`src/sv/assert_macros.svh`:
```
// Assertion macros used by the top level to check its own logic.
`ifndef ASSERT_MACROS_SVH
`define ASSERT_MACROS_SVH

// Check that a condition holds at every clock edge outside reset.
`define ASSERT_ALWAYS(label, cond, msg) \
  label: assert property (@(posedge clk) disable iff (rst) (cond)) else $error(msg);

// Check that an antecedent is always met by a consequent in the same cycle.
`define ASSERT_IMPLIES(label, ante, cons, msg) \
  label: assert property (@(posedge clk) disable iff (rst) (ante) |-> (cons)) else $error(msg);

`endif

```
`src/sv/lzss_pkg.sv`:
```
// Types and constants shared by the LZSS window decompressor modules.
`default_nettype none

package lzss_pkg;

  localparam int WINDOW_SIZE = 4096;
  localparam int WIN_AW      = $clog2(WINDOW_SIZE);
  localparam int FILL_W      = $clog2(WINDOW_SIZE + 1);
  localparam logic [FILL_W-1:0] FILL_FULL = FILL_W'(WINDOW_SIZE);
  localparam logic [WIN_AW-1:0] WRITE_START = WIN_AW'(12'hfee);

  localparam int MATCH_MIN = 3;
  localparam int MAX_MATCH = 15 + MATCH_MIN;
  localparam int CNT_W     = $clog2(MAX_MATCH + 1);

  localparam int QUEUE_DEPTH = 4;
  localparam int QUEUE_AW    = $clog2(QUEUE_DEPTH);
  localparam int QCNT_W      = $clog2(QUEUE_DEPTH + 1);

  typedef struct packed {
    logic [7:0] in_byte;
    logic       stream_start;
  } in_item_t;

  typedef struct packed {
    logic [7:0] out_byte;
    logic       run_last;
    logic       stream_done;
  } out_item_t;

  typedef enum logic [1:0] {
    CMD_NOP,
    CMD_LIT,
    CMD_MATCH
  } cmd_kind_t;

  // One unit of work for the copy engine.
  typedef struct packed {
    logic              clear;  // restart the window before this command
    cmd_kind_t         kind;
    logic [WIN_AW-1:0] data;   // literal byte in the low bits, or match offset
    logic [CNT_W-1:0]  count;  // bytes to emit for a match
    logic              done;   // the final byte of this command ends the stream
  } cmd_t;

endpackage

`default_nettype wire

```
`src/sv/lzss_front.sv`:
```
// Token parser: takes compressed bytes and issues literal and match commands.
`default_nettype none

module lzss_front (
  input  wire               clk,
  input  wire               rst,
  input  wire               accept,
  input  lzss_pkg::in_item_t in_data,
  input  wire [31:0]        output_length,
  output logic              push,
  output lzss_pkg::cmd_t    cmd
);
  import lzss_pkg::*;

  typedef enum logic [1:0] {
    PH_FLAG,
    PH_LIT,
    PH_LOW,
    PH_HIGH
  } phase_t;

  phase_t      phase, phase_next, eff_phase;
  logic [8:0]  flag_shift, flag_shift_next, eff_flag, shifted;
  logic [7:0]  offset_low, offset_low_next;
  logic [31:0] produced, produced_next, eff_prod, remaining;
  logic        finished, finished_next, eff_fin;
  logic [CNT_W-1:0] match_len, emit_cnt;
  logic        lit_done, match_done;

  function automatic phase_t choose(input logic [8:0] fs);
    phase_t ph;
    if (fs <= 9'd1) ph = PH_FLAG;
    else if (fs[0]) ph = PH_LIT;
    else            ph = PH_LOW;
    return ph;
  endfunction

  always_comb begin
    eff_phase = in_data.stream_start ? PH_FLAG : phase;
    eff_flag  = in_data.stream_start ? 9'd0 : flag_shift;
    eff_prod  = in_data.stream_start ? 32'd0 : produced;
    eff_fin   = in_data.stream_start ? 1'b0 : finished;
    shifted   = eff_flag >> 1;

    remaining  = output_length - eff_prod;
    match_len  = CNT_W'({1'b0, in_data.in_byte[3:0]}) + CNT_W'(MATCH_MIN);
    lit_done   = (remaining == 32'd1);
    match_done = (remaining <= {{(32-CNT_W){1'b0}}, match_len});
    emit_cnt   = match_done ? remaining[CNT_W-1:0] : match_len;

    phase_next      = eff_phase;
    flag_shift_next = eff_flag;
    offset_low_next = in_data.stream_start ? 8'd0 : offset_low;
    produced_next   = eff_prod;
    finished_next   = eff_fin;

    push      = accept && in_data.stream_start;
    cmd.clear = in_data.stream_start;
    cmd.kind  = CMD_NOP;
    cmd.data  = {in_data.in_byte[7:4], offset_low};
    cmd.count = emit_cnt;
    cmd.done  = 1'b0;

    if (eff_fin) begin
      // drop input until the next stream starts
    end else if (eff_prod == output_length) begin
      finished_next = 1'b1;
    end else begin
      unique case (eff_phase)
        PH_FLAG: begin
          flag_shift_next = {1'b1, in_data.in_byte};
          phase_next      = choose({1'b1, in_data.in_byte});
        end
        PH_LIT: begin
          push          = accept;
          cmd.kind      = CMD_LIT;
          cmd.data      = {{(WIN_AW-8){1'b0}}, in_data.in_byte};
          cmd.done      = lit_done;
          produced_next = eff_prod + 32'd1;
          if (lit_done) begin
            finished_next = 1'b1;
          end else begin
            flag_shift_next = shifted;
            phase_next      = choose(shifted);
          end
        end
        PH_LOW: begin
          offset_low_next = in_data.in_byte;
          phase_next      = PH_HIGH;
        end
        PH_HIGH: begin
          push          = accept;
          cmd.kind      = CMD_MATCH;
          cmd.done      = match_done;
          produced_next = eff_prod + {{(32-CNT_W){1'b0}}, emit_cnt};
          if (match_done) begin
            finished_next = 1'b1;
          end else begin
            flag_shift_next = shifted;
            phase_next      = choose(shifted);
          end
        end
        default: ;
      endcase
    end
  end

  always_ff @(posedge clk) begin
    if (rst) begin
      phase      <= PH_FLAG;
      flag_shift <= 9'd0;
      offset_low <= 8'd0;
      produced   <= 32'd0;
      finished   <= 1'b0;
    end else if (accept) begin
      phase      <= phase_next;
      flag_shift <= flag_shift_next;
      offset_low <= offset_low_next;
      produced   <= produced_next;
      finished   <= finished_next;
    end
  end

endmodule

`default_nettype wire

```
`config.mk`:
```
export PLATFORM = sky130hd
export DESIGN_NAME = lzss_front
export DESIGN_NICKNAME = d
export VERILOG_FILES = /design/src/sv/assert_macros.svh /design/src/sv/lzss_pkg.sv /design/src/sv/lzss_front.sv
export SDC_FILE = /design/constraint.sdc
export NUM_CORES = 1
export LEC_CHECK = 0
export ABC_AREA = 1
export ABC_CLOCK_PERIOD_IN_PS = 16000
export BUFFER_PORTS_ARGS = -buffer_cell sky130_fd_sc_hd__buf_4
export CAP_MARGIN = 5
export CELL_PAD_IN_SITES_DETAIL_PLACEMENT = 1
export CELL_PAD_IN_SITES_GLOBAL_PLACEMENT = 1
export CORE_MARGIN = 2
export CORE_UTILIZATION = 44
export CTS_CLUSTER_SIZE = 12
export DETAILED_ROUTE_END_ITERATION = 10
export GPL_TIMING_DRIVEN = 0
export PLACE_DENSITY_LB_ADDON = 0.1
export SYNTH_ARGS = -nofsm -noshare
export SYNTH_HDL_FRONTEND = slang
export SYNTH_SLANG_ARGS = --single-unit
```
`constraint.sdc`:
```
create_clock -name clk -period 16 [get_ports clk]
set_input_delay 0.8 -clock clk [delete_from_list [all_inputs] [get_ports clk]]
set_output_delay 0.8 -clock clk [all_outputs]
set_load 0.03 [all_outputs]
```
==> results.yml <==
run_status:
  status: "complete, no violations"
clock_tree:
  cts_buffer_depth: 2
  clockRootBuffer: "clkbuf_16"
  cts_resized: 0
  cts_sinks: 51
  clock_latency_ns: 0.30
  h-tree-depth: 2
  hold_buffers: 0
  cts.clk_slew.worst_paths_ns: 0.07
  cts_made_buffers: 5
  cts_tree: "yes"
  cts_setup_buffers: 0
floorplan:
  rows: 45
  coreArea_um2: 15000
  fp.dieW_um: 127
  die-area_um2: 16200
  start_util_pct: 44.5
  pin_count: 66
  die_y_um: 127
timing:
  fmax_mhz: 131
  fin_tns_setup_ns: 0
  fin_skew_ns: 0.00505
  setup_ws_ns: 8.39
  rsz0062_at_grt: "false"
  whs_ns: 0.431
  max_slew_margin_pct: 52.5
  tightest_slew_ns: 0.713
  period_needed_ns: 7.61
  finalHoldViolCount: 0
  period_share_pct: 47.6
  final_max_slew_viol_count: 0
  finalSetupViolations: 0
finish:
  mostFrequentLayoutCell: "nand2_1"
  regArea_um2: 1020
  stdcell_count: 1511
  final_cell_area_um2: 7570
  drive_gt1_share_pct: 9.75
  final_cell_mix: "nand2_1 (403), inv_1 (259), nor2_1 (131), a21oi_1 (77), buf_4 (67)"
  multi_input_area_um2: 4560
  final_util_pct: 50.3
  syn2layout_area_growth_pct: 13.1
  n_antenna_cell: 0
  n_fill_cell: 2287
  nNetsFinal: 1411
detailed_routing:
  wl_per_cell_um: 16.0
  dr.first_iter.drc_count: 392
  antenna_left: 0
  vias: 7974
  drc_errors: 0
  dr.pass1.iters: 4
  via_per_inst: 5.28
  wl_um: 24200
global_route:
  grt_util_all_layers_pct: 30.4
  use_met2_pct: 53.1
  gr-usage-met1_pct: 40.3
  gr-max-usage-layer: "met2"
  grt_pass1_wl_um: 39500
  use_met3_pct: 2.14
  grt_max_degree: 15
  gr-total-overflow: 0
  grt_pass1_vias: 7996
  antenna_found_initial: 0
power_and_ir_drop:
  ir_drop_mv: 0.0823
  cellLeakagePower_nw: 3.97
  p_total_uw: 399
  power_density_nw_per_um2: 52.7
placement:
  place_congestion: 0.917
  portBuffers: 64
  dp_hpwl_um: 20400
  post-place-ws_ns: 8.21
  placed_cells: 1504
  placed_cell_area_um2: 7410
synthesis:
  syn-num-nets: 1340
  synth.distinct_cells: 45
  synth-seq-cells: 51
  synthArstFlopShare_pct: 0
  yosysTopAreaCellShare_pct: 22.6
  ys_seq_area_share_pct: 15.3
  synth_edf_count: 0
  synth_top_cell_by_area: "nand2_1"
  synth_area_leaders: "nand2_1 (23%), dfxtp_1 (15%), inv_1 (15%), ha_1 (7.9%), nor2_1 (7.3%)"
  syn_inst: 1252
  yosysWarnings: 0
  netlist_area_um2: 6690
  syn_avg_cell_area_um2: 5.34
  synthFlopType: "dfxtp_1"
hold_path:
  hold_class: "reg -> reg"
setup_path:
  critPathMaxStageDelay_ns: 0.59
  worstSetupPathType: "in -> reg"
  slowest_stage: "clkbuf_1"
  worstPathRequired_ns: 16.19
  startpoint_type: "input pin"
  arrival_ns: 7.80
  end_kind: "flip-flop"
  crit_fanout: 10
  cp_common_cell: "nand2_1"
  r2r_slack_ns: 10.32
flow_run:
  maxCapViolCount: 0
[area by class of cell]
| class | instances | area share (%) |
|---|---|---|
| sequential | 51 | 13.5 |
| multi-input combinational | 911 | 60.3 |
| tap | 188 | 3.11 |
| clock inverter | 1 | 0.397 |
| timing repair buffer | 64 | 6.35 |
| clock buffer | 6 | 1.70 |
| inverter | 265 | 13.1 |
| buffer | 25 | 1.54 |
[critical path, delay by kind of cell]
kind                     cells  cell delay (ns)
AO/OA/AOI/OAI                4             0.54
adder cells (fa/ha/maj)      2             0.78
buffers and inverters        9             2.37
AND/OR/NAND/NOR             22             3.26
[path summary, 6_finish.rpt]
kind,startpoint,end,cells past startpoint
setup / recovery,in_data[0],produced[31],37
hold / removal,produced[10],produced[10],1
setup reg to reg,produced[2],produced[31],32
hold reg to reg,produced[10],produced[10],1
[cell families after synthesis]
group | share of synthesized area (%)
AO/OA/AOI/OAI | 11.7
XOR/XNOR | 1.96
adder cells (fa/ha/maj) | 8.45
AND/OR/NAND/NOR | 46.1
buffers and inverters | 16.6
flip-flops | 15.3
[cells in the mapped netlist (2+ instances only)]
library cell and n:
a21oi_1 77, a221oi_1 2, a22oi_1 5, a31oi_1 5, and2_1 3, and2_2 2
buf_2 3, buf_4 3, clkbuf_1 17, clkinv_1 2, dfxtp_1 51, fa_1 2
ha_1 42, inv_1 259, inv_2 4, nand2_1 403, nand2_2 20, nand3_1 57
nand3_2 5, nand3b_1 4, nand4_1 16, nand4_2 3, nor2_1 131, nor2_2 9
nor2_4 4, nor3_1 34, nor3_2 2, nor4_1 9, nor4_2 2, o211ai_1 6
o21a_1 3, o21ai_0 31, o21ai_1 8, o31ai_1 3, or2_1 2, xnor2_1 10
xor2_1 5
[layer usage]
metal,up-vias,wire (um)
met5,-,0
met4,0,638
met3,39,867
met2,160,11600
met1,3750,11100
li1,4025,-
[state kept, by name, indices dropped and copies added (netlist names)]
| name | count |
|---|---|
| finished | 1 |
| flag_shift | 8 |
| offset_low | 8 |
| phase | 2 |
| produced | 32 |
[power by group]
group	switching, mW	internal, mW	leakage (nW)
Sequential	0.00233	0.130	0.414
Combinational	0.0940	0.0490	3.48
Clock	0.0500	0.0732	0.0769
Total	0.146	0.253	3.97
(Power assumes the default switching activity.)
