`src/sv/assert_macros.svh`:
```
// Assertion macros used by the top level to check its own logic.
`ifndef ASSERT_MACROS_SVH
`define ASSERT_MACROS_SVH

// Check that a condition holds at every clock edge outside reset.
`define ASSERT_ALWAYS(label, cond, msg) \
  label: assert property (@(posedge clk) disable iff (rst) (cond)) else $error(msg);

// Check that an antecedent is always met by a consequent in the same cycle.
`define ASSERT_IMPLIES(label, ante, cons, msg) \
  label: assert property (@(posedge clk) disable iff (rst) (ante) |-> (cons)) else $error(msg);

`endif

```
`src/sv/lzss_pkg.sv`:
```
// Types and constants shared by the LZSS window decompressor modules.
`default_nettype none

package lzss_pkg;

  localparam int WINDOW_SIZE = 4096;
  localparam int WIN_AW      = $clog2(WINDOW_SIZE);
  localparam int FILL_W      = $clog2(WINDOW_SIZE + 1);
  localparam logic [FILL_W-1:0] FILL_FULL = FILL_W'(WINDOW_SIZE);
  localparam logic [WIN_AW-1:0] WRITE_START = WIN_AW'(12'hfee);

  localparam int MATCH_MIN = 3;
  localparam int MAX_MATCH = 15 + MATCH_MIN;
  localparam int CNT_W     = $clog2(MAX_MATCH + 1);

  localparam int QUEUE_DEPTH = 4;
  localparam int QUEUE_AW    = $clog2(QUEUE_DEPTH);
  localparam int QCNT_W      = $clog2(QUEUE_DEPTH + 1);

  typedef struct packed {
    logic [7:0] in_byte;
    logic       stream_start;
  } in_item_t;

  typedef struct packed {
    logic [7:0] out_byte;
    logic       run_last;
    logic       stream_done;
  } out_item_t;

  typedef enum logic [1:0] {
    CMD_NOP,
    CMD_LIT,
    CMD_MATCH
  } cmd_kind_t;

  // One unit of work for the copy engine.
  typedef struct packed {
    logic              clear;  // restart the window before this command
    cmd_kind_t         kind;
    logic [WIN_AW-1:0] data;   // literal byte in the low bits, or match offset
    logic [CNT_W-1:0]  count;  // bytes to emit for a match
    logic              done;   // the final byte of this command ends the stream
  } cmd_t;

endpackage

`default_nettype wire

```
`src/sv/lzss_cmd_fifo.sv`:
```
// Short command queue between the token parser and the copy engine.
`default_nettype none

module lzss_cmd_fifo (
  input  wire            clk,
  input  wire            rst,
  input  wire            push,
  input  lzss_pkg::cmd_t wdata,
  input  wire            pop,
  output lzss_pkg::cmd_t rdata,
  output logic           valid,
  output logic           full
);
  import lzss_pkg::*;

  cmd_t                entries [QUEUE_DEPTH];
  logic [QUEUE_AW-1:0] wr_ptr, rd_ptr;
  logic [QCNT_W-1:0]   count;

  assign rdata = entries[rd_ptr];
  assign valid = (count != '0);
  assign full  = (count == QCNT_W'(QUEUE_DEPTH));

  always_ff @(posedge clk) begin
    if (push) entries[wr_ptr] <= wdata;
  end

  always_ff @(posedge clk) begin
    if (rst) begin
      wr_ptr <= '0;
      rd_ptr <= '0;
      count  <= '0;
    end else begin
      if (push) wr_ptr <= wr_ptr + 1'b1;
      if (pop)  rd_ptr <= rd_ptr + 1'b1;
      if (push && !pop)      count <= count + 1'b1;
      else if (pop && !push) count <= count - 1'b1;
    end
  end

endmodule

`default_nettype wire

```
`config.mk`:
```
export PLATFORM = sky130hd
export DESIGN_NAME = lzss_cmd_fifo
export DESIGN_NICKNAME = d
export VERILOG_FILES = /design/src/sv/assert_macros.svh /design/src/sv/lzss_pkg.sv /design/src/sv/lzss_cmd_fifo.sv
export SDC_FILE = /design/constraint.sdc
export NUM_CORES = 1
export LEC_CHECK = 0
export ABC_AREA = 1
export BUFFER_PORTS_ARGS = -buffer_cell sky130_fd_sc_hd__buf_2
export CORE_MARGIN = 1.5
export CORE_UTILIZATION = 30
export CTS_CLUSTER_SIZE = 16
export DETAILED_ROUTE_END_ITERATION = 10
export PLACE_DENSITY_LB_ADDON = 0.08
export SLEW_MARGIN = 20
export SYNTH_ARGS = -nofsm -noshare
export SYNTH_HDL_FRONTEND = slang
export SYNTH_SLANG_ARGS = --single-unit
```
`constraint.sdc`:
```
create_clock -name clk -period 2.63 [get_ports clk]
set_input_delay 0.1315 -clock clk [delete_from_list [all_inputs] [get_ports clk]]
set_output_delay 0.1315 -clock clk [all_outputs]
set_load 0.01 [all_outputs]
```
==> results of run 1 <==
-- worst paths after layout --
kind	slack, ns	depth (start not counted)	end
max	0.66	4	rdata[11]
max reg2reg	0.97	5	entries[1][7]
min reg2reg	0.44	1	flop
min	0.01	1	entries[0][14]
-- area by class of cell --
cell class                      count  area [um^2]
Fill cell                        1124         7310
Sequential cell                    93         2700
Multi-Input combinational cell    140          728
Timing Repair Buffer               54          303
Clock buffer                       14          264
Tap cell                          143          179
Inverter                           17         71.3
Clock inverter                      2         10.0
-- critical path, cell delays in order (launching register included) --
cell and delay (ns):
dfxtp_2 0.67, buf_4 0.32, o21ai_0 0.13, o22ai_1 0.21, buf_2 0.17
-- what timing repair did --
action / in CTS / in global routing
buffers inserted: 0 / 0
endpoints found under the setup margin: 0 / 0
resized for setup: 0 / 0
hold buffers: 1 / 0
endpoints found under the hold margin: 1 / 0
-- through the flow --
| stage | setup slack (ns) | hold slack [ns] | util [%] | power [mW] | cell area, um^2 |
|---|---|---|---|---|---|
| finish | 0.659 | 0.0130 | 36.8 | 3.23 | 4260 |
| CTS | 0.610 | 0.00236 | 36.8 | 3.27 | 4260 |
| floorplan | 1.24 | 0.204 | - | 1.94 | 3620 |
| global route | 0.479 | 0.00856 | 36.8 | 3.36 | 4260 |
| detailed placement | 0.926 | 0.310 | 34.4 | 2.07 | 3980 |
| global placement | 0.977 | 0.308 | 34.4 | 2.07 | 3980 |
-- cells in the mapped netlist, types with 2 or more instances --
cell and count:
dfxtp_1 9, buf_2 4, ha_1 5, edfxtp_1 84, o22ai_1 19, o21ai_0 28, buf_6 7, o21ai_1 19
nor2_1 47, a21oi_1 3, buf_4 2, nor2_2 2, o22ai_2 2, nand2_1 10, inv_1 15
-- cells by family after synthesis --
family,after synthesis
AOI/OAI and AO/OA,71
xor gates and xnor gates,1
adders and majority gates,6
buffers and inverters,30
DFF,93
and+or+nand+nor,62
-- registers in the layout, summed over array words and instances, names as in the netlist, named ones only --
name and flops:
entries 84, wr_ptr 2, count 3, rd_ptr 2
-- metal layers --
metal  vias up  routed length, um  part of all wire [%]  global-route usage [%]
met2        32               3590                    48                    20.2
met1      1018               3420                    46                    15.8
met4         0                159                   2.1                    6.84
met3        11                306                   4.1                    3.37
met5         -                  0                     0                       0
li1       1062                  -                     -                       -
-- report_power, final --
group          internal [mW]  switching, mW  total, mW
combinational          0.113          0.196      0.310
clock                  0.690          0.508       1.20
sequential              1.68         0.0350       1.72
==> metrics.csv, run 1 <==
stage,metric,value,unit
status,status,"complete, no violations",
clock_network,cts.sinks,93,
layout,fin_nets,346,
global_route,groute.usage.overall,12.7,%
sta,setup_viol,0,
critical_path,worstPathRequired,2.50,ns
critical_path,r2r_start,wr_ptr[1],
critical_path,start_kind,flop,
yosys,async_reset_ff_share,0,%
clock_network,cts_tree,done,
place,place_congestion,0.666,
sta,period_share,75.0,%
yosys,syn_area,0.00362,mm^2
clock_network,htree_levels,3,
clock_network,clk_pin_slew,0.06,ns
yosys,syn_inst,263,
critical_path,crit_fanout,26,
detailed_routing,vias,2123,
power_and_ir_drop,ir_drop,252,uV
power_and_ir_drop,power.leakage,1.57,nW
clock_network,clkLatencyLatePin,0.34,ns
layout,drive_gt1_share,22.8,%
hold_path,hp-class,input pin to flop,
detailed_routing,firstDrtPassIters,4,
floorplanning,row_count,39,
hold_path,min_from,wdata[14],
detailed_routing,wl,7480,um
yosys,syn_area_per_cell,13.7,um^2
global_route,grt_max_degree,43,
floorplanning,die_height,113,um
clock_network,root_buffer,clkbuf_16,
detailed_routing,drt_iter0_drc,101,
critical_path,cp_data_arrival_time,1.84,ns
critical_path,critical_path_class,flop to primary output,
yosys,synthDistinctLibCells,22,
yosys,synth_edf_count,84,
global_route,first_global_vias,2122,
detailed_routing,drc_errors,0,
critical_path,cp-end-kind,primary output,
yosys,synth_top_area_share,69.8,%
floorplanning,dieArea,0.0127,mm^2
power_and_ir_drop,power.density,757,mW/mm^2
yosys,synth_top_family_by_area,compound AO/OA/AOI/OAI gates,
sta,setup_tns,0,ns
yosys,synthAdderAreaFrac,2.28,%
yosys,synth.net_count,294,
sta,fmax,507,MHz
yosys,yosysTopAreaCell,edfxtp_1,
global_route,antenna_found_initial,0,
yosys,synth_area_leaders,"edfxtp_1, dfxtp_1, nor2_1",
place,place_inst,446,
place,io_buffers,47,
yosys,synth-seq-area-share,74.7,%
layout,synthToLayoutAreaGrowth,17.8,%
global_route,grt_first_pass_wirelength,11800,um
floorplanning,num_io_pins,48,
floorplanning,die_width,113,um
global_route,overflow,0,
layout,mostFrequentLayoutCells,"edfxtp_1, nor2_1, buf_2",
yosys,synth_compound_area_share,10.9,%
sta,slew_headroom,59.9,%
detailed_routing,vias_per_cell,4.59,
sta,fin_crit,1.97,ns
sta,skew,0.00651,ns
layout,diodes,0,
yosys,yosys.area_share.simple,6.71,%
detailed_routing,ant_nets,0,
sta,slew_viol_final,0,
yosys,ys_ff_latch,93,
yosys,synthXorXnorAreaFrac,0.242,%
clock_network,clock_path_buffers,2,
clock_network,numCtsBuffers,9,
floorplanning,core,0.0116,mm^2
layout,final_cells,463,
flow_run,cap_violations,0,
sta,hold_viol,0,
sta,rsz0062_at_grt,false,
yosys,synthFlopType,edfxtp_1,
floorplanning,start_util,31.3,%
sta,worstMarginPinSlew,0.601,ns
place,dp_hpwl,4530,um
yosys,synth_warnings,0,
detailed_routing,detail_route.wl_per_cell,16.2,um
layout,layout_commonest_cell,edfxtp_1,
yosys,synth_mux_area_share,0,%
Power figures use the tool's default switching activity.
==> run 2: changes to the inputs <==
==> constraint.sdc (replaced) <==
create_clock -name clk -period 2 [get_ports clk]
set_input_delay 0.1 -clock clk [delete_from_list [all_inputs] [get_ports clk]]
set_output_delay 0.1 -clock clk [all_outputs]
set_load 0.01 [all_outputs]
==> run 2 against run 1 <==
Compared with the run above: largest power group unchanged; final area up 6.6%; register-to-register slack worse by 0.43 ns; first-iteration DRC count down 12%; worst hold slack better by 0.073 ns; routed wire length up 0.31%; global-route usage down 0.22 points; clock-buffer cell count unchanged; critical endpoint is now rdata[17].
==> metrics.csv, run 2 (synthesis results as in run 1) <==
stage,metric,value,unit,change
status,status,"complete, no violations",,unchanged
hold_path,hp-class,input pin to flop,,unchanged
layout,mostFrequentLayoutCells,"edfxtp_1, nor2_1, buf_2",,unchanged
critical_path,r2r_start,wr_ptr[0],,was wr_ptr[1]
power_and_ir_drop,ir_drop,340,uV,was 252 uV
critical_path,start_kind,flop,,unchanged
critical_path,rr_worst_depth,5,,unchanged
sta,fmax,580,MHz,
detailed_routing,drc_errors,0,,unchanged
critical_path,worstPathRequired,1.90,ns,was 2.50 ns
global_route,overflow,0,,unchanged
sta,worstMarginPinSlew,0.419,ns,was 0.601 ns
layout,final_cell_area,0.00454,mm^2,was 0.00426 mm^2
layout,fin_util,39.2,%,was 36.8%
sta,period_share,86.2,%,
global_route,grt_first_pass_wirelength,11800,um,about the same
sta,fin_crit,1.72,ns,
layout,layout_commonest_cell,edfxtp_1,,unchanged
clock_network,cts_setup_buffers,0,,unchanged
place,io_buffers,47,,unchanged
layout,fin_nets,371,,was 346
detailed_routing,vias,2233,,"was 2,123"
critical_path,critical_path_class,flop to primary output,,unchanged
sta,setup_viol,0,,unchanged
clock_network,htree_levels,3,,unchanged
floorplanning,core,0.0116,mm^2,unchanged
floorplanning,row_count,39,,unchanged
critical_path,cp-endpoint,rdata[17],,was rdata[11]
detailed_routing,ant_nets,0,,unchanged
clock_network,cts.sinks,93,,unchanged
sta,worst_hold_slack,0.0859,ns,was 0.0130 ns
floorplanning,die_height,113,um,unchanged
critical_path,cp_slowest_cell,dfxtp_2,,unchanged
critical_path,r2r-end,entries[0][1],,was entries[1][7]
place,dp_hpwl,4580,um,was 4530 um
place,place_congestion,0.712,,was 0.666
flow_run,cap_violations,0,,unchanged
clock_network,clk_pin_slew,0.06,ns,about the same
critical_path,crit_chain,buf_4 -> o21ai_0 -> o22ai_1 -> buf_2,,unchanged
floorplanning,start_util,31.3,%,unchanged
layout,drive_gt1_share,21.7,%,was 22.8%
clock_network,cts_tree,done,,unchanged
power_and_ir_drop,power.density,964,mW/mm^2,was 757 mW/mm^2
layout,largestRegisters,"entries x84, count x3",,unchanged
place,place_area,0.00403,mm^2,was 0.00398 mm^2
clock_network,cts_resized,0,,unchanged
critical_path,r2r_setup_slack,0.54,ns,was 0.97 ns
sta,hold_viol,0,,unchanged
sta,setup_tns,0,ns,unchanged
global_route,first_global_vias,2200,,"was 2,122"
floorplanning,die_width,113,um,unchanged
global_route,groute.usage.overall,12.4,%,was 12.7%
floorplanning,num_io_pins,48,,unchanged
clock_network,clock_path_buffers,2,,unchanged
sta,rsz0062_at_grt,false,,unchanged
detailed_routing,wl,7510,um,was 7480 um
layout,diodes,0,,unchanged
layout,synthToLayoutAreaGrowth,25.5,%,was 17.8%
global_route,antenna_found_initial,0,,unchanged
floorplanning,dieArea,0.0127,mm^2,unchanged
power_and_ir_drop,power.leakage,1.69,nW,was 1.57 nW
critical_path,crit_fanout,14,,was 26
layout,largest_register_ffs,84,,unchanged
detailed_routing,vias_per_cell,4.58,,was 4.59
clock_network,numCtsBuffers,9,,unchanged
clock_network,root_buffer,clkbuf_16,,unchanged
detailed_routing,firstDrtPassIters,4,,unchanged
critical_path,max_stage_delay,0.54,ns,was 0.67 ns
sta,skew,0.00608,ns,was 0.00651 ns
detailed_routing,drt_iter0_drc,89,,was 101
power_and_ir_drop,power,4.37,mW,was 3.23 mW
layout,regMostFlops,entries,,unchanged
critical_path,cp-end-kind,primary output,,unchanged
sta,slew_viol_final,0,,unchanged
sta,slew_headroom,72.0,%,was 59.9%
detailed_routing,detail_route.wl_per_cell,15.4,um,was 16.2 um
clock_network,cts_hold_buf,21,,was 1
clock_network,clkLatencyLatePin,0.34,ns,about the same
global_route,grt_max_degree,43,,unchanged
critical_path,cp_data_arrival_time,1.62,ns,was 1.84 ns
layout,fill_cells,1093,,"was 1,124"
## run 2: routing by layer
metal	GRT usage, %	up-vias	wire length, um
li1	-	1111	-
met1	15.2	1080	3440
met2	20.4	32	3650
met3	3.59	10	258
met4	5.91	0	154
met5	0	-	0
## run 2: final cells by class
type                            instances  area, um^2  area share [%]
Multi-Input combinational cell        140         728            16.0
Inverter                               17        71.3            1.57
Timing Repair Buffer                   79         568            12.5
Tap cell                              143         179            3.94
Clock buffer                           14         254            5.60
Sequential cell                        93        2700            59.6
Clock inverter                          2        33.8           0.744
## run 2: how the worst min path moves through the flow
stage             start            end  slack (ns)  depth (start not counted)
4_1_cts        wdata[8]  entries[2][8]      0.0006                          1
6_report            pop      rd_ptr[0]        0.09                          3
3_3_place_gp        rst       count[0]        0.28                          2
5_1_grt             pop      rd_ptr[0]        0.14                          3
3_5_place_dp        rst       count[0]        0.28                          2
2_1_floorplan       rst       count[0]        0.17                          1
## run 2: power by group
part / leakage [nW] / switching, mW / internal, mW / total [mW]
combinational: 0.702 / 0.271 / 0.189 / 0.460
sequential: 0.846 / 0.0409 / 2.21 / 2.25
clock: 0.139 / 0.658 / 1.00 / 1.66
total: 1.69 / 0.970 / 3.40 / 4.37
## run 2: per-stage QoR
stage / worst slack [ns] / std cells
2_1_floorplan: 0.612 / 263
5_1_grt: 0.0748 / 488
6_report: 0.276 / 488
3_3_place_gp: 0.510 / 450
3_5_place_dp: 0.502 / 450
4_1_cts: 0.223 / 487
## run 2: critical path, delay by kind of cell, from the launching register on
| family | cells | cell delay [ns] |
|---|---|---|
| flip-flops | 1 | 0.54 |
| buffers and inverters | 2 | 0.45 |
| AO/OA/AOI/OAI | 2 | 0.31 |
==> run 3: changes to the inputs <==
--- a/config.mk
+++ b/config.mk
@@ -6,7 +6,7 @@
 export NUM_CORES = 1
 export LEC_CHECK = 0
 export ABC_AREA = 1
-export BUFFER_PORTS_ARGS = -buffer_cell sky130_fd_sc_hd__buf_2
+export BUFFER_PORTS_ARGS = -buffer_cell sky130_fd_sc_hd__buf_4
 export CORE_MARGIN = 1.5
 export CORE_UTILIZATION = 30
 export CTS_CLUSTER_SIZE = 16
==> run 3 against run 2 <==
Compared with the run above: flip-flop and latch count is the same; critical path type unchanged; worst hold slack better by 0.0053 ns; die area did not move; via count fell by 1.3%; maximum frequency fell by 5.0%; first-iteration DRC count is 48% higher; setup slack lost 0.091 ns; non-clock buffer count unchanged; clock-buffer cell count is 4 lower; critical endpoint is now rdata[12]; clock power grew 9.6%; combinational power rose by 11%.
==> metrics.csv, run 3 (synthesis results as in run 1) <==
stage,metric,value,unit,change
floorplanning,dieArea,0.0127,mm^2,unchanged
place,place_inst,450,,unchanged
detailed_routing,detail_route.wl_per_cell,15.7,um,was 15.4 um
clock_network,root_buffer,clkbuf_16,,unchanged
detailed_routing,vias,2205,,"was 2,233"
place,io_buffers,47,,unchanged
floorplanning,die_height,113,um,unchanged
layout,fill_cells,1068,,"was 1,093"
sta,setup_viol,0,,unchanged
global_route,grt_max_degree,43,,unchanged
floorplanning,row_count,39,,unchanged
detailed_routing,ant_nets,0,,unchanged
sta,hold_viol,0,,unchanged
power_and_ir_drop,ir_drop,395,uV,was 340 uV
clock_network,cts.sinks,93,,unchanged
clock_network,numCtsBuffers,9,,unchanged
status,status,"complete, no violations",,unchanged
place,place_congestion,0.693,,was 0.712
detailed_routing,drc_errors,0,,unchanged
place,pre_cts_ws,0.495,ns,was 0.502 ns
global_route,overflow,0,,unchanged
global_route,antenna_found_initial,0,,unchanged
sta,skew,0.00499,ns,was 0.00608 ns
sta,slew_headroom,66.2,%,was 72.0%
sta,setup_tns,0,ns,unchanged
critical_path,crit_fanout,24,,was 14
layout,regMostFlops,entries,,unchanged
place,dp_hpwl,4830,um,was 4580 um
sta,finalWorstSetupSlack,0.186,ns,was 0.276 ns
critical_path,cp-end-kind,primary output,,unchanged
sta,worstMarginPinSlew,0.506,ns,was 0.419 ns
critical_path,start_kind,flop,,unchanged
layout,fin_nets,371,,unchanged
clock_network,cts_hold_buf,22,,was 21
layout,final_cell_area,0.00468,mm^2,was 0.00454 mm^2
critical_path,max_stage_delay,0.65,ns,was 0.54 ns
floorplanning,num_io_pins,48,,unchanged
sta,slew_viol_final,0,,unchanged
detailed_routing,drt_iter0_drc,132,,was 89
hold_path,hp-class,input pin to flop,,unchanged
layout,largest_register_ffs,84,,unchanged
place,place_area,0.00414,mm^2,was 0.00403 mm^2
clock_network,cts_setup_buffers,0,,unchanged
layout,layout_commonest_cell,edfxtp_1,,unchanged
floorplanning,core,0.0116,mm^2,unchanged
clock_network,clock_path_buffers,2,,unchanged
sta,period_share,90.7,%,was 86.2%
sta,fin_crit,1.81,ns,was 1.72 ns
sta,rsz0062_at_grt,false,,unchanged
layout,diodes,0,,unchanged
global_route,grt_first_pass_wirelength,12500,um,"was 11,800 um"
critical_path,critical_path_class,flop to primary output,,unchanged
layout,final_cells,488,,unchanged
flow_run,cap_violations,0,,unchanged
clock_network,clk_pin_slew,0.06,ns,about the same
critical_path,crit_chain,buf_12 -> o21ai_0 -> o22ai_1 -> buf_4,,was buf_4 -> o21ai_0 -> o22ai_1 -> buf_2
clock_network,cts_resized,0,,unchanged
critical_path,worstPathRequired,1.90,ns,about the same
layout,mostFrequentLayoutCells,"edfxtp_1, buf_4, nor2_1",,"was edfxtp_1, nor2_1, buf_2"
floorplanning,start_util,31.3,%,unchanged
layout,largestRegisters,"entries x84, count x3",,unchanged
clock_network,cts_tree,done,,unchanged
power_and_ir_drop,power.leakage,1.75,nW,was 1.69 nW
critical_path,cp_data_arrival_time,1.71,ns,was 1.62 ns
clock_network,htree_levels,3,,unchanged
power_and_ir_drop,power,4.59,mW,was 4.37 mW
critical_path,cp_slowest_cell,dfxtp_2,,unchanged
detailed_routing,firstDrtPassIters,4,,unchanged
layout,synthToLayoutAreaGrowth,29.4,%,was 25.5%
global_route,groute.usage.overall,12.9,%,was 12.4%
clock_network,clkLatencyLatePin,0.33,ns,was 0.34 ns
layout,drive_gt1_share,23.2,%,was 21.7%
power_and_ir_drop,power.density,980,mW/mm^2,was 964 mW/mm^2
sta,fmax,551,MHz,was 580 MHz
global_route,first_global_vias,2276,,"was 2,200"
detailed_routing,wl,7660,um,was 7510 um
floorplanning,die_width,113,um,unchanged
detailed_routing,vias_per_cell,4.52,,was 4.58
## run 3: cell types whose count changed in the layout (fill, tap and decap cells not counted), sizes merged
cell      change
clkbuf        -4
bufinv        +1
clkinvlp      +1
clkinv        +2
## run 3: worst paths after layout
kind              slack, ns       endpoint  depth (start not counted)  startpoint
hold / removal         0.09      rd_ptr[0]                          3         pop
hold reg to reg        0.50           flop                          1   rd_ptr[1]
setup / recovery       0.19      rdata[12]                          4        flop
setup reg to reg       0.55  entries[3][8]                          4   wr_ptr[1]
## run 3: area by class of cell
class / count / area [um^2] / share of cell area (%)
timing repair buffer: 79 / 673 / 14.4
multi-input combinational: 140 / 728 / 15.6
tap: 143 / 179 / 3.82
inverter: 17 / 71.3 / 1.52
clock inverter: 6 / 86.3 / 1.84
clock buffer: 10 / 239 / 5.11
sequential: 93 / 2700 / 57.8
## run 3: stage by stage
step	utilization [%]	hold WS, ns
after floorplan	-	0.172
after global placement	35.8	0.269
after detailed placement	35.8	0.270
after CTS	40.5	0.0828
after global routing	40.5	0.118
final	40.5	0.0912
## run 3: where the power goes
part	total (mW)	leakage, nW	switching [mW]	internal, mW
clock network	1.82	0.158	0.696	1.13
registers	2.26	0.846	0.0428	2.21
logic	0.511	0.743	0.276	0.236
## run 3: critical path, delay by kind of cell, from the launching register on
kind,cells,cell delay (ns)
AO/OA/AOI/OAI,2,0.34
flip-flops,1,0.65
buffers and inverters,2,0.40
## run 3: layer usage
layer | vias to the layer above | GRT usage, % | wire length [um]
met5 | - | 0 | 0
met4 | 0 | 4.30 | 85
met3 | 5 | 3.54 | 308
met2 | 39 | 21.0 | 3620
met1 | 1059 | 16.9 | 3650
li1 | 1102 | - | -
